### config.mk
export PLATFORM = sky130hd
export DESIGN_NAME = fit_front
export DESIGN_NICKNAME = d
export VERILOG_FILES = /design/src/hw/rtl/fit_pkg.sv /design/src/hw/rtl/fit_front.sv
export SDC_FILE = /design/constraint.sdc
export NUM_CORES = 1
export LEC_CHECK = 0
export BUFFER_PORTS_ARGS = -buffer_cell sky130_fd_sc_hd__buf_4
export CAP_MARGIN = 30
export CORE_MARGIN = 2
export CORE_UTILIZATION = 40
export CTS_BUF_LIST = sky130_fd_sc_hd__clkbuf_8 sky130_fd_sc_hd__clkbuf_16
export DETAILED_ROUTE_END_ITERATION = 12
export PLACE_DENSITY = 0.65
export SETUP_SLACK_MARGIN = 0.2
export SLEW_MARGIN = 15
export SYNTH_ARGS = -nofsm -noshare
export SYNTH_HDL_FRONTEND = slang
export SYNTH_SLANG_ARGS = --single-unit
### constraint.sdc
create_clock -name clk -period 2.89 [get_ports clk]
set_input_delay 0.1445 -clock clk [delete_from_list [all_inputs] [get_ports clk]]
set_output_delay 0.1445 -clock clk [all_outputs]
set_load 0.02 [all_outputs]
### src/hw/rtl/fit_pkg.sv
// ----------------------------------------------------------------------------
// fit_pkg: shared types and helpers for the Frobenius irreducibility test
// Coefficient width, item structs, the job handed from the front end to the
// back end, and small modular arithmetic helpers over GF(p).
// ----------------------------------------------------------------------------
package fit_pkg;

    localparam int COEF_W            = 5;
    localparam int BIT_W             = 3;
    localparam int LOW_TERMS         = 4;
    localparam int DEFAULT_MAX_PRIME = 31;
    localparam int MIN_PRIME         = 5;
    localparam int QUEUE_DEPTH       = 2;

    typedef logic [COEF_W-1:0] coef_t;
    typedef logic [LOW_TERMS-1:0][COEF_W-1:0] quad_t;

    localparam coef_t PRIME_RESET = COEF_W'(5);

    typedef struct packed {
        coef_t coef_cubic;
        coef_t coef_square;
        coef_t coef_linear;
        coef_t coef_const;
    } fit_in_t;

    typedef struct packed {
        logic irreducible;
        logic root_found;
    } fit_out_t;

    typedef struct packed {
        coef_t s0;
        coef_t d1;
        coef_t d2;
        coef_t d3;
        quad_t g;
    } fit_job_t;

    function automatic coef_t add_mod(coef_t a, coef_t b, coef_t p);
        logic [COEF_W:0] s;
        s = {1'b0, a} + {1'b0, b};
        if (s >= {1'b0, p})
        begin
            s = s - {1'b0, p};
        end
        return s[COEF_W-1:0];
    endfunction

    // A coefficient can be several multiples of p, so subtract 4p, 2p and p in turn.
    function automatic coef_t red_mod(coef_t a, coef_t p);
        logic [COEF_W+1:0] r;
        logic [COEF_W+1:0] m;
        r = {2'b00, a};
        for (int s = 2; s >= 0; s--)
        begin
            m = {2'b00, p} << s;
            if (r >= m)
            begin
                r = r - m;
            end
        end
        return r[COEF_W-1:0];
    endfunction

    function automatic coef_t neg_mod(coef_t a, coef_t p);
        return (a == '0) ? coef_t'(0) : coef_t'(p - a);
    endfunction

endpackage

### src/hw/rtl/fit_front.sv
// ----------------------------------------------------------------------------
// fit_front: input stage and job queue
// Reduces the coefficients mod p, derives the forward differences for the
// root scan and the reduction polynomial g, and queues the job.
// ----------------------------------------------------------------------------
module fit_front
    import fit_pkg::*;
(
    input  logic     clk,
    input  logic     rst_n,
    input  coef_t    p,
    input  logic     push,
    output logic     full,
    input  fit_in_t  in_item,
    output logic     job_valid,
    input  logic     job_pop,
    output fit_job_t job
);

    localparam int PTR_W = $clog2(QUEUE_DEPTH);

    coef_t    a, b, c, d;
    coef_t    a2, a4, a6, b2, ab, abc;
    fit_job_t job_in;

    fit_job_t                 q_reg [QUEUE_DEPTH];
    logic [PTR_W-1:0]         wr_ptr_reg, wr_ptr_next;
    logic [PTR_W-1:0]         rd_ptr_reg, rd_ptr_next;
    logic [PTR_W:0]           count_reg, count_next;
    logic                     do_push, do_pop;

    always_comb
    begin
        a   = red_mod(in_item.coef_cubic, p);
        b   = red_mod(in_item.coef_square, p);
        c   = red_mod(in_item.coef_linear, p);
        d   = red_mod(in_item.coef_const, p);
        a2  = add_mod(a, a, p);
        a4  = add_mod(a2, a2, p);
        a6  = add_mod(a4, a2, p);
        b2  = add_mod(b, b, p);
        ab  = add_mod(a, b, p);
        abc = add_mod(ab, c, p);
        job_in.s0   = d;
        job_in.d1   = add_mod(abc, coef_t'(1), p);
        job_in.d2   = add_mod(a6, b2, p);
        job_in.d3   = a6;
        job_in.g[0] = neg_mod(d, p);
        job_in.g[1] = neg_mod(c, p);
        job_in.g[2] = neg_mod(b, p);
        job_in.g[3] = neg_mod(a, p);
    end

    assign full      = (count_reg == (PTR_W+1)'(QUEUE_DEPTH));
    assign job_valid = (count_reg != '0);
    assign job       = q_reg[rd_ptr_reg];
    assign do_push   = push && !full;
    assign do_pop    = job_pop && job_valid;

    always_comb
    begin
        wr_ptr_next = wr_ptr_reg;
        rd_ptr_next = rd_ptr_reg;
        count_next  = count_reg;
        if (do_push)
        begin
            wr_ptr_next = PTR_W'(wr_ptr_reg + 1'b1);
        end
        if (do_pop)
        begin
            rd_ptr_next = PTR_W'(rd_ptr_reg + 1'b1);
        end
        if (do_push && !do_pop)
        begin
            count_next = count_reg + 1'b1;
        end
        else if (do_pop && !do_push)
        begin
            count_next = count_reg - 1'b1;
        end
    end

    always_ff @(posedge clk or negedge rst_n)
    begin
        if (!rst_n)
        begin
            wr_ptr_reg <= '0;
            rd_ptr_reg <= '0;
            count_reg  <= '0;
        end
        else
        begin
            wr_ptr_reg <= wr_ptr_next;
            rd_ptr_reg <= rd_ptr_next;
            count_reg  <= count_next;
        end
    end

    always_ff @(posedge clk)
    begin
        if (do_push)
        begin
            q_reg[wr_ptr_reg] <= job_in;
        end
    end

endmodule

# Yosys cells after proc, flatten, opt, wreduce, memory -nomap -nowiden
# Memory sizes are Yosys's and may differ from the RTL's.
# Cells that the tools add are included.
# classes
addsub,36
magnitude_cmp,20
n_eq_ne,1
mux,28
n_reduce_logical,13
# ops
cell,n
$mux W5,16
$sub A5 B5 Y5,16
$mux W7,8
$ge A6 B5 Y1,8
$add A5 B5 Y6,7
$ge A5 B7 Y1,4
$ge A7 B5 Y1,4
$ge A7 B6 Y1,4
$sub A5 B7 Y7,4
$sub A7 B6 Y7,4
$logic_not A5 Y1,4
$add A5 B1 Y6 const B,1
$logic_and A1 B1 Y1,4
$mux W2,2
$reduce_bool A2 Y1,2
$logic_not A1 Y1,3
$add A1 B1 Y1 const B,2
$add A2 B1 Y2 const B,1
$eq A2 B2 Y1 const B,1
$mux W1,2
$sub A2 B1 Y2 const B,1
# totals
reg_bits,4
ram_bits,80
input_bits,29
output_inout_bits,42
word_cells,102
n_memories,1
# memory_table
name,depth,word_bits,read_ports,rd_ports_with_merged_regs,write_ports,line_no,source
q_reg,2,40,1,0,1,fit_front.sv:26,fit_job_t q_reg [QUEUE_DEPTH];

# Depth between registers and ports, before layout
# Gate-level depths: netlist of the first run.
# logic_depth
ltp_word,18
ltp_mapped,63
depth_no_buf,61

# Least setup slack after synthesis of the first run
# No wires, ideal clock.
# synth_timing
path_type,input to register
startpoint,input p[1]
endpoint,memory q_reg[0][26] (netlist name) (data pin)
setup_ps,262
t_arrival_ps,13008
t_required_ps,2628
setup_slack_ps,-10380
path_stages,57
path_buffers,2
cell_sequence,inv_1 > ha_1 > nor2b_1 > nand4_1 > a31oi_1 > mux2_2 > ha_1 > a21o_1 > a21o_1 > o21ai_0 > nand3b_1 > o21ai_0 > inv_1 > ha_1 > a21o_1 > a21o_1 > a21o_1 > a21oi_1 > [21 not listed] > o21a_1 > fa_1 > fa_1 > a21o_1 > a21oi_1 > nor2_1 > nor3_1 > mux2_2 > fa_1 > and3_1 > nand2b_1 > a221oi_1 > a41o_1 > nor4_1 > ha_1 > nand2_1 > o311ai_4 > mux2_2
# synth_lines
item,line_no,source
from (decl),fit_front.sv:11,"input coef_t p,"
to (decl),fit_front.sv:26,

==> results of run 1 <==
-- cells in the final DEF, fill, tap and decap left out, drive strengths merged, types with 3 or more instances in the layout --
master  instances
a21o           55
nor4            3
clkbuf          9
mux2i          23
nor3b           4
nor3           10
xor2           30
dfrtp           4
mux2           78
nor2b          14
and2            3
a21oi          62
xnor2          54
nand3           7
a221oi          3
a31oi           4
o21bai          3
o21a           12
nand2          36
inv            79
edfxtp         80
nand2b          8
nor4b           3
clkinv          4
o21ai          38
and3            6
nand4           9
ha            129
nand3b          4
nor2           55
a211oi          7
buf           464
a21boi          5
fa             27
-- worst paths after layout --
kind                                           from                  endpoint  slack [ns]  cells after the start
hold / removal                                rst_n    wr_ptr_reg$_DFFE_PN0P_        0.14                      2
hold reg to reg            count_reg[1]$_DFFE_PN0P_  count_reg[1]$_DFFE_PN0P_        0.49                      1
setup / recovery                               p[1]    q_reg[0][27]$_DFFE_PP_       -7.96                     60
min in group clk                            job_pop    rd_ptr_reg$_DFFE_PN0P_        0.14                      3
setup reg to reg           count_reg[0]$_DFFE_PN0P_    q_reg[0][35]$_DFFE_PP_        1.22                      4
max in group asynchronous                     rst_n  count_reg[0]$_DFFE_PN0P_        2.64                      2
-- what timing repair did --
item / 4_1_cts / 5_1_grt
resized for setup: 158 / 73
hold buffers: 1 / 0
endpoints found under the setup margin: 80 / 80
hold endpoints to repair: 4 / 0
pin swaps: 93 / 65
buffers inserted: 56 / 21
-- per-layer routing --
layer	track usage, %	routed length (um)	vias up
li1	-	-	4208
met1	26.6	11300	4105
met2	41.0	14000	170
met3	2.14	801	52
met4	6.31	528	0
met5	0	0	-
-- through the flow --
step | TNS, ns | cell area (um2) | utilization [%]
finish | -323.18 | 14600 | 64.9
global route | -351.48 | 14600 | 64.9
CTS | -315.30 | 14000 | 62.3
detailed placement | -378.46 | 12600 | 56.0
global placement | -364.86 | 12600 | 56.0
floorplan | -409.44 | 9380 | -
-- cells by family after synthesis --
family                     after synthesis
muxes                                  101
and+or+nand+nor                        169
xor gates and xnor gates                84
buffers and inverters                   90
DFF                                     84
adders and majority gates              156
AOI/OAI and AO/OA                      211
-- area by class of cell --
cell class	instances	area (um2)	share of cell area, %
Timing Repair Buffer	465	3620	24.8
Clock buffer	9	225	1.54
Inverter	79	303	2.07
Clock inverter	7	98.8	0.677
Sequential cell	84	2500	17.1
Tap cell	285	357	2.44
Multi-Input combinational cell	721	7490	51.3
==> impl_metrics.toml, run 1 <==
[min_path]
hold_class = "in -> async"

[worst_setup_path]
max_stage_delay_ns = 0.36
crit_fanout = 5
cp-start-kind = "input pin"
cp-end-kind = "flip-flop"
cpMostUsedCell = "a21o_1"
critPathSlowestCell = "fa_2"
critical_path_class = "in -> reg"
arrival_ns = 10.94
cp_top_family = "compound AO/OA/AOI/OAI gates"
critical_path_buf_inv_count = 5
worstPathRequired_ns = 2.98

[logic_synthesis]
synth_top_area_share_pct = 26.3
syn_inst = 895
async_flop_share_pct = 4.76
syn-cell-area_um2 = 9120
syn_nets = 1080
ys_seq_area_share_pct = 27.4
avgSynthCellArea_um2 = 10.2
synth-xor-area-share_pct = 8.07
synth_top_family_by_area = "adder cells"
synth-edff-count = 80
synthAdderAreaFrac_pct = 23.6
synth_compound_area_share_pct = 15.5
netlist.top_cell.by_area = "edfxtp_1"
synth_mux_area_share_pct = 12.2
synth-main-ff-cell = "edfxtp_1"
synth_warnings = 0
synthSimpleGateAreaFrac_pct = 9.36
synth-seq-cells = 84
synth_common_cells = "ha_1, edfxtp_1, inv_1"
post_synth_num_cell_types = 61
yosysMostFrequentCell = "ha_1"
synth_area_leaders = "edfxtp_1, ha_1, mux2_2"

[cts]
cts.sinks = 84
clk_pin_slew_ns = 0.06
clk_latency_ns = 0.34
clk_path_buf_depth = 2
numCtsBuffers = 9
cts_tree = "done"
htreeDepth = 3
clockRootBuffer = "clkbuf_16"

[layout]
fillerInstances = 1701
nets = 1545
largest_reg_flops = 80
syn_to_final_growth_pct = 60.2
drive_gt1_share_pct = 54.4
num_antenna_cells = 0
finalNonFillerCells = 1650

[placed_design]
io_buffers = 70
dp_slack_ns = -8.42
dpl.hpwl_um = 19400
dpl.cell_count = 1556
gp_congestion = 0.938

[outcome]
violations = "setup timing"
status = "complete, but fails checks"

[detailed_routing]
drc = 0
wire_per_inst_um = 16.1
drtIter0Drc = 372
routed_wl_um = 26600
postRouteAntennaNets = 0
vias = 8535
dr.pass1.iters = 5
viasPerCell = 5.17

[floorplanning]
pin_count = 71
core_area_um2 = 22500
die_h_um = 155
dieArea_um2 = 24000
start_util_pct = 40.5
die_w_um = 155
rows = 55

[sta]
finalCriticalPeriod_ns = 10.85
rsz0062_at_grt = "yes"
worst_pin_slew_ns = 0.587
hold_viol = 0
drv_slew = 0
finClkSkew_ns = 0.0114
fin_ws_ns = -7.96
whs_ns = 0.138
setup_violations = 80
fin_crit_sh_pct = 376
fmax_mhz = 92.1
maxSlewHeadroom_pct = 60.9

[global_route]
overflow = 0
grt_pass1_vias = 8931
grt_pass1_wl_um = 42700
track_usage_pct = 21.9
antenna_found_initial = 0
grt_max_degree = 42

[job]
maxCapViolCount = 0
Power of run 1 is not shown: default switching activity piles up to over one toggle a cycle in this logic, so the estimate is an artifact.
==> inputs of run 2 (changes only) <==
CORE_UTILIZATION = 45   (was 40)
PLACE_DENSITY = 0.68   (was 0.65)
==> impl_metrics.toml, run 2 (synthesized netlist as in run 1, its figures left out) <==
[global_route]
antenna_found_initial = 0
track_usage_pct = 25.0
grt_pass1_wl_um = 43600
grt_pass1_vias = 9058
grt_max_degree = 42
overflow = 0

[floorplanning]
core_area_um2 = 20000
rows = 52
die_h_um = 146
die_w_um = 146
pin_count = 71
dieArea_um2 = 21400
start_util_pct = 45.5

[layout]
largest_reg_flops = 80
num_antenna_cells = 0
drive_gt1_share_pct = 54.4
layout_common_cells = "buf_4, ha_1, edfxtp_1"
nets = 1546
fillerInstances = 1324
syn_to_final_growth_pct = 61.0
final_common_cell = "buf_4"
finalNonFillerCells = 1636
postLayoutCellArea_um2 = 14700

[cts]
clk_path_buf_depth = 2
cts_tree = "done"
clk_pin_slew_ns = 0.06
cts.sinks = 84
numCtsBuffers = 9
htreeDepth = 3
clockRootBuffer = "clkbuf_16"
clk_latency_ns = 0.34

[sta]
fin_crit_sh_pct = 380
maxSlewHeadroom_pct = 57.2
drv_slew = 0
finalCriticalPeriod_ns = 10.99
fmax_mhz = 91.0
fin_ws_ns = -8.10
setup-tns-final_ns = -337.73
finClkSkew_ns = 0.0111
setup_violations = 80
whs_ns = 0.116
worst_pin_slew_ns = 0.635
hold_viol = 0
rsz0062_at_grt = "yes"

[placed_design]
io_buffers = 70
place_area_um2 = 12500
gp_congestion = 0.901
dpl.cell_count = 1536
dpl.hpwl_um = 18200

[worst_setup_path]
critical_path_class = "in -> reg"
r2r_slack_ns = 1.23
r2r-end = "q_reg[0][39]$_DFFE_PP_"
cp-start-kind = "input pin"
critPathSlowestCell = "mux2_4"
rr_worst_depth = 4
cpMostUsedCell = "buf_4"
arrival_ns = 11.07
crit_fanout = 5
cp-end-kind = "flip-flop"
max_stage_delay_ns = 0.34
worstReg2RegStart = "count_reg[0]$_DFFE_PN0P_"
worstPathRequired_ns = 2.97

[detailed_routing]
drc = 0
vias = 8768
routed_wl_um = 28700
viasPerCell = 5.36
drtIter0Drc = 372
dr.pass1.iters = 4
wire_per_inst_um = 17.5
postRouteAntennaNets = 0

[min_path]
holdPathEnd = "rd_ptr_reg$_DFFE_PN0P_"
min_from = "job_pop"
hold_class = "in -> reg"
whs_path_depth = 3

[outcome]
status = "complete, but fails checks"
violations = "setup timing"

[job]
maxCapViolCount = 0
==> run 2: area by class of cell <==
class | instances | area [um2] | share of cell area (%)
clock inverters | 7 | 115 | 0.784
repair buffers | 466 | 3690 | 25.1
clock buffers | 9 | 225 | 1.53
multi-input cells | 721 | 7510 | 51.1
flip-flops and latches | 84 | 2500 | 17.0
inverters | 79 | 308 | 2.10
well taps | 270 | 338 | 2.30
==> run 2: worst max path at each step <==
stage / from / to / slack, ns / cells past startpoint
2_1_floorplan: p[1] / q_reg[0][26]$_DFFE_PP_ / -9.02 / 59
3_3_place_gp: p[1] / q_reg[0][32]$_DFFE_PP_ / -8.25 / 50
3_5_place_dp: p[1] / q_reg[0][34]$_DFFE_PP_ / -8.45 / 51
4_1_cts: p[1] / q_reg[0][26]$_DFFE_PP_ / -7.76 / 59
5_1_grt: p[1] / q_reg[0][26]$_DFFE_PP_ / -8.60 / 59
6_report: p[1] / q_reg[0][26]$_DFFE_PP_ / -8.10 / 64
==> run 2: layer usage <==
metal / up-vias / wire length [um] / track usage (%)
li1: 4213 / - / -
met1: 4256 / 12100 / 30.9
met2: 211 / 14700 / 46.3
met3: 88 / 859 / 2.19
met4: 0 / 984 / 7.52
met5: - / 0 / 0
==> run 2: through the flow <==
step / setup WS, ns / utilization (%)
floorplan: -9.02 / -
finish: -8.10 / 73.3
global placement: -8.25 / 62.6
CTS: -7.76 / 69.8
detailed placement: -8.45 / 62.6
global route: -8.60 / 73.3
==> run 2: what timing repair did <==
item / 4_1_cts / 5_1_grt
hold buffers: 1 / 0
gates resized for setup: 148 / 95
gates cloned: 1 / 0
pin swaps: 86 / 110
endpoints found under the setup margin: 80 / 80
buffers inserted: 57 / 25
endpoints found under the hold margin: 4 / 0
==> run 2: critical path: cells and delay by family <==
family	cells	cell delay [ns]
xor gates and xnor gates	1	0.18
AOI/OAI and AO/OA	19	3.63
adders and majority gates	9	2.06
and+or+nand+nor	15	1.64
buffers and inverters	14	1.69
muxes	6	1.73
Power of run 2 is left out for the same reason.
==> inputs of run 3 (changes only) <==
ABC_AREA = 1   (was default)
GPL_TIMING_DRIVEN = 1   (was default)
==> impl_metrics.toml, run 3 <==
[layout]
regArea_um2 = 2500
largest_reg_flops = 80
fillerInstances = 1446
num_antenna_cells = 0
nets = 1898
multi_input_area_um2 = 7300
layout_common_cells = "buf_4, nand2_1, inv_1"
syn_to_final_growth_pct = 57.0
final_common_cell = "buf_4"
drive_gt1_share_pct = 42.7

[detailed_routing]
drtIter0Drc = 465
vias = 9893
dr.pass1.iters = 4
postRouteAntennaNets = 0
wire_per_inst_um = 14.2
routed_wl_um = 28100
drc = 0
viasPerCell = 4.98

[worst_setup_path]
critical_path_buf_inv_count = 23
worstReg2RegStart = "count_reg[0]$_DFFE_PN0P_"
arrival_ns = 9.81
r2r_slack_ns = 1.16
cp.depth = 74
critPathCapture = "q_reg[0][25]$_DFFE_PP_"
critPathLaunch = "p[1]"
rr_worst_depth = 7
cpMostUsedCell = "buf_4"
cp-start-kind = "input pin"
critPathSlowestCell = "fa_2"
r2r-end = "count_reg[1]$_DFFE_PN0P_"
worstPathRequired_ns = 2.98
max_stage_delay_ns = 0.38
cp_top_family = "adder cells"
cp-end-kind = "flip-flop"
crit_fanout = 8
critical_path_class = "in -> reg"

[global_route]
antenna_found_initial = 0
met1_usage_pct = 28.7
grt_pass1_vias = 9857
overflow = 0
grt_max_degree = 41
met3_usage_pct = 2.63
grt-busiest-layer = "met2"
grt_pass1_wl_um = 44400
track_usage_pct = 24.7
grt_use_met2_pct = 47.1

[logic_synthesis]
synth_warnings = 0
synth_area_leaders = "edfxtp_1, ha_1, nand2_1"
netlist.top_cell.by_area = "edfxtp_1"
avgSynthCellArea_um2 = 7.66
syn_inst = 1233
ys_seq_area_share_pct = 26.5
synth_top_area_share_pct = 25.4
syn-cell-area_um2 = 9450
syn_nets = 1418
synth_common_cells = "nand2_1, inv_1, ha_1"
yosysMostFrequentCell = "nand2_1"
synth-edff-count = 80
post_synth_num_cell_types = 49
synth-seq-cells = 84
async_flop_share_pct = 4.76
synth-main-ff-cell = "edfxtp_1"

[sta]
fmax_mhz = 103
worst_pin_slew_ns = 0.663
maxSlewHeadroom_pct = 55.8
fin_ws_ns = -6.84
hold_viol = 0
setup_violations = 80
fin_crit_sh_pct = 337
drv_slew = 0
rsz0062_at_grt = "yes"
finClkSkew_ns = 0.00874
finalCriticalPeriod_ns = 9.73

[placed_design]
dpl.hpwl_um = 19700
io_buffers = 70
gp_congestion = 0.910
dp_slack_ns = -7.60

[floorplanning]
pin_count = 71
die_w_um = 149
core_area_um2 = 20400
start_util_pct = 46.2
die_h_um = 149
dieArea_um2 = 22200
rows = 52

[outcome]
status = "complete, but fails checks"
violations = "setup timing"

[cts]
clk_path_buf_depth = 2
htreeDepth = 3
clk_latency_ns = 0.34
numCtsBuffers = 9
cts.sinks = 84
cts_tree = "done"
clockRootBuffer = "clkbuf_16"
clk_pin_slew_ns = 0.06

[job]
maxCapViolCount = 0

[min_path]
hold_class = "in -> reg"
## run 3: worst min path at each step
stage                          endpoint  cells after the start  startpoint  slack, ns
6_report         rd_ptr_reg$_DFFE_PN0P_                      3     job_pop       0.12
5_1_grt        count_reg[0]$_DFFE_PN0P_                      2       rst_n       0.14
4_1_cts          rd_ptr_reg$_DFFE_PN0P_                      3     job_pop       0.11
3_5_place_dp     rd_ptr_reg$_DFFE_PN0P_                      1       rst_n      -0.06
3_3_place_gp     rd_ptr_reg$_DFFE_PN0P_                      1       rst_n      -0.06
2_1_floorplan  count_reg[0]$_DFFE_PN0P_                      0       rst_n      -0.15
## run 3: cell families (layout without fill, tap and decap cells)
logic type,after synthesis,count (layout),synth area share [%]
muxes,2,2,0.225
DFF,84,84,26.5
AOI/OAI and AO/OA,164,164,9.99
xor gates and xnor gates,74,74,6.86
and+or+nand+nor,567,567,26.1
buffers and inverters,186,671,7.51
adders and majority gates,156,156,22.8
## run 3: per-stage QoR
stage                     hold WS [ns]  instances  instance area [um2]  util [%]  TNS (ns)
final                            0.123       1988                14800      72.6   -295.21
after global routing             0.139       1988                14800      72.6   -332.20
after CTS                        0.115       1971                14300      70.1   -293.48
after detailed placement       -0.0562       1906                13100      64.2   -340.07
after global placement         -0.0559       1906                13100      64.2   -327.03
after floorplan                 -0.151       1233                 9710         -   -334.43
## run 3: final cells by class
| cell class | count | area share, % |
|---|---|---|
| clock buffer | 9 | 1.52 |
| clock inverter | 7 | 0.616 |
| inverter | 175 | 4.59 |
| multi-input combinational | 963 | 49.2 |
| sequential | 84 | 16.9 |
| tap | 270 | 2.28 |
| timing repair buffer | 480 | 24.9 |
## run 3: what timing repair did
item	CTS	global route
buffers inserted	48	16
hold buffers	1	0
pin swaps	95	62
setup endpoints to repair	80	80
gates cloned	0	0
endpoints found under the hold margin	4	0
resized for setup	112	78
## run 3: routing by layer
metal	up-vias	wire, um
met5	-	0
met4	0	752
met3	58	934
met2	227	14800
met1	4592	11600
li1	5016	-
## run 3: worst reg2reg max path, cell delays in order (launching register included)
cell and delay (ns):
dfrtp_1 0.41, o21ai_0 0.23, buf_4 0.18, inv_1 0.06
ha_1 0.32, a21oi_1 0.14, o21ai_0 0.12, xor2_1 0.15
Power of run 3 is left out for the same reason.
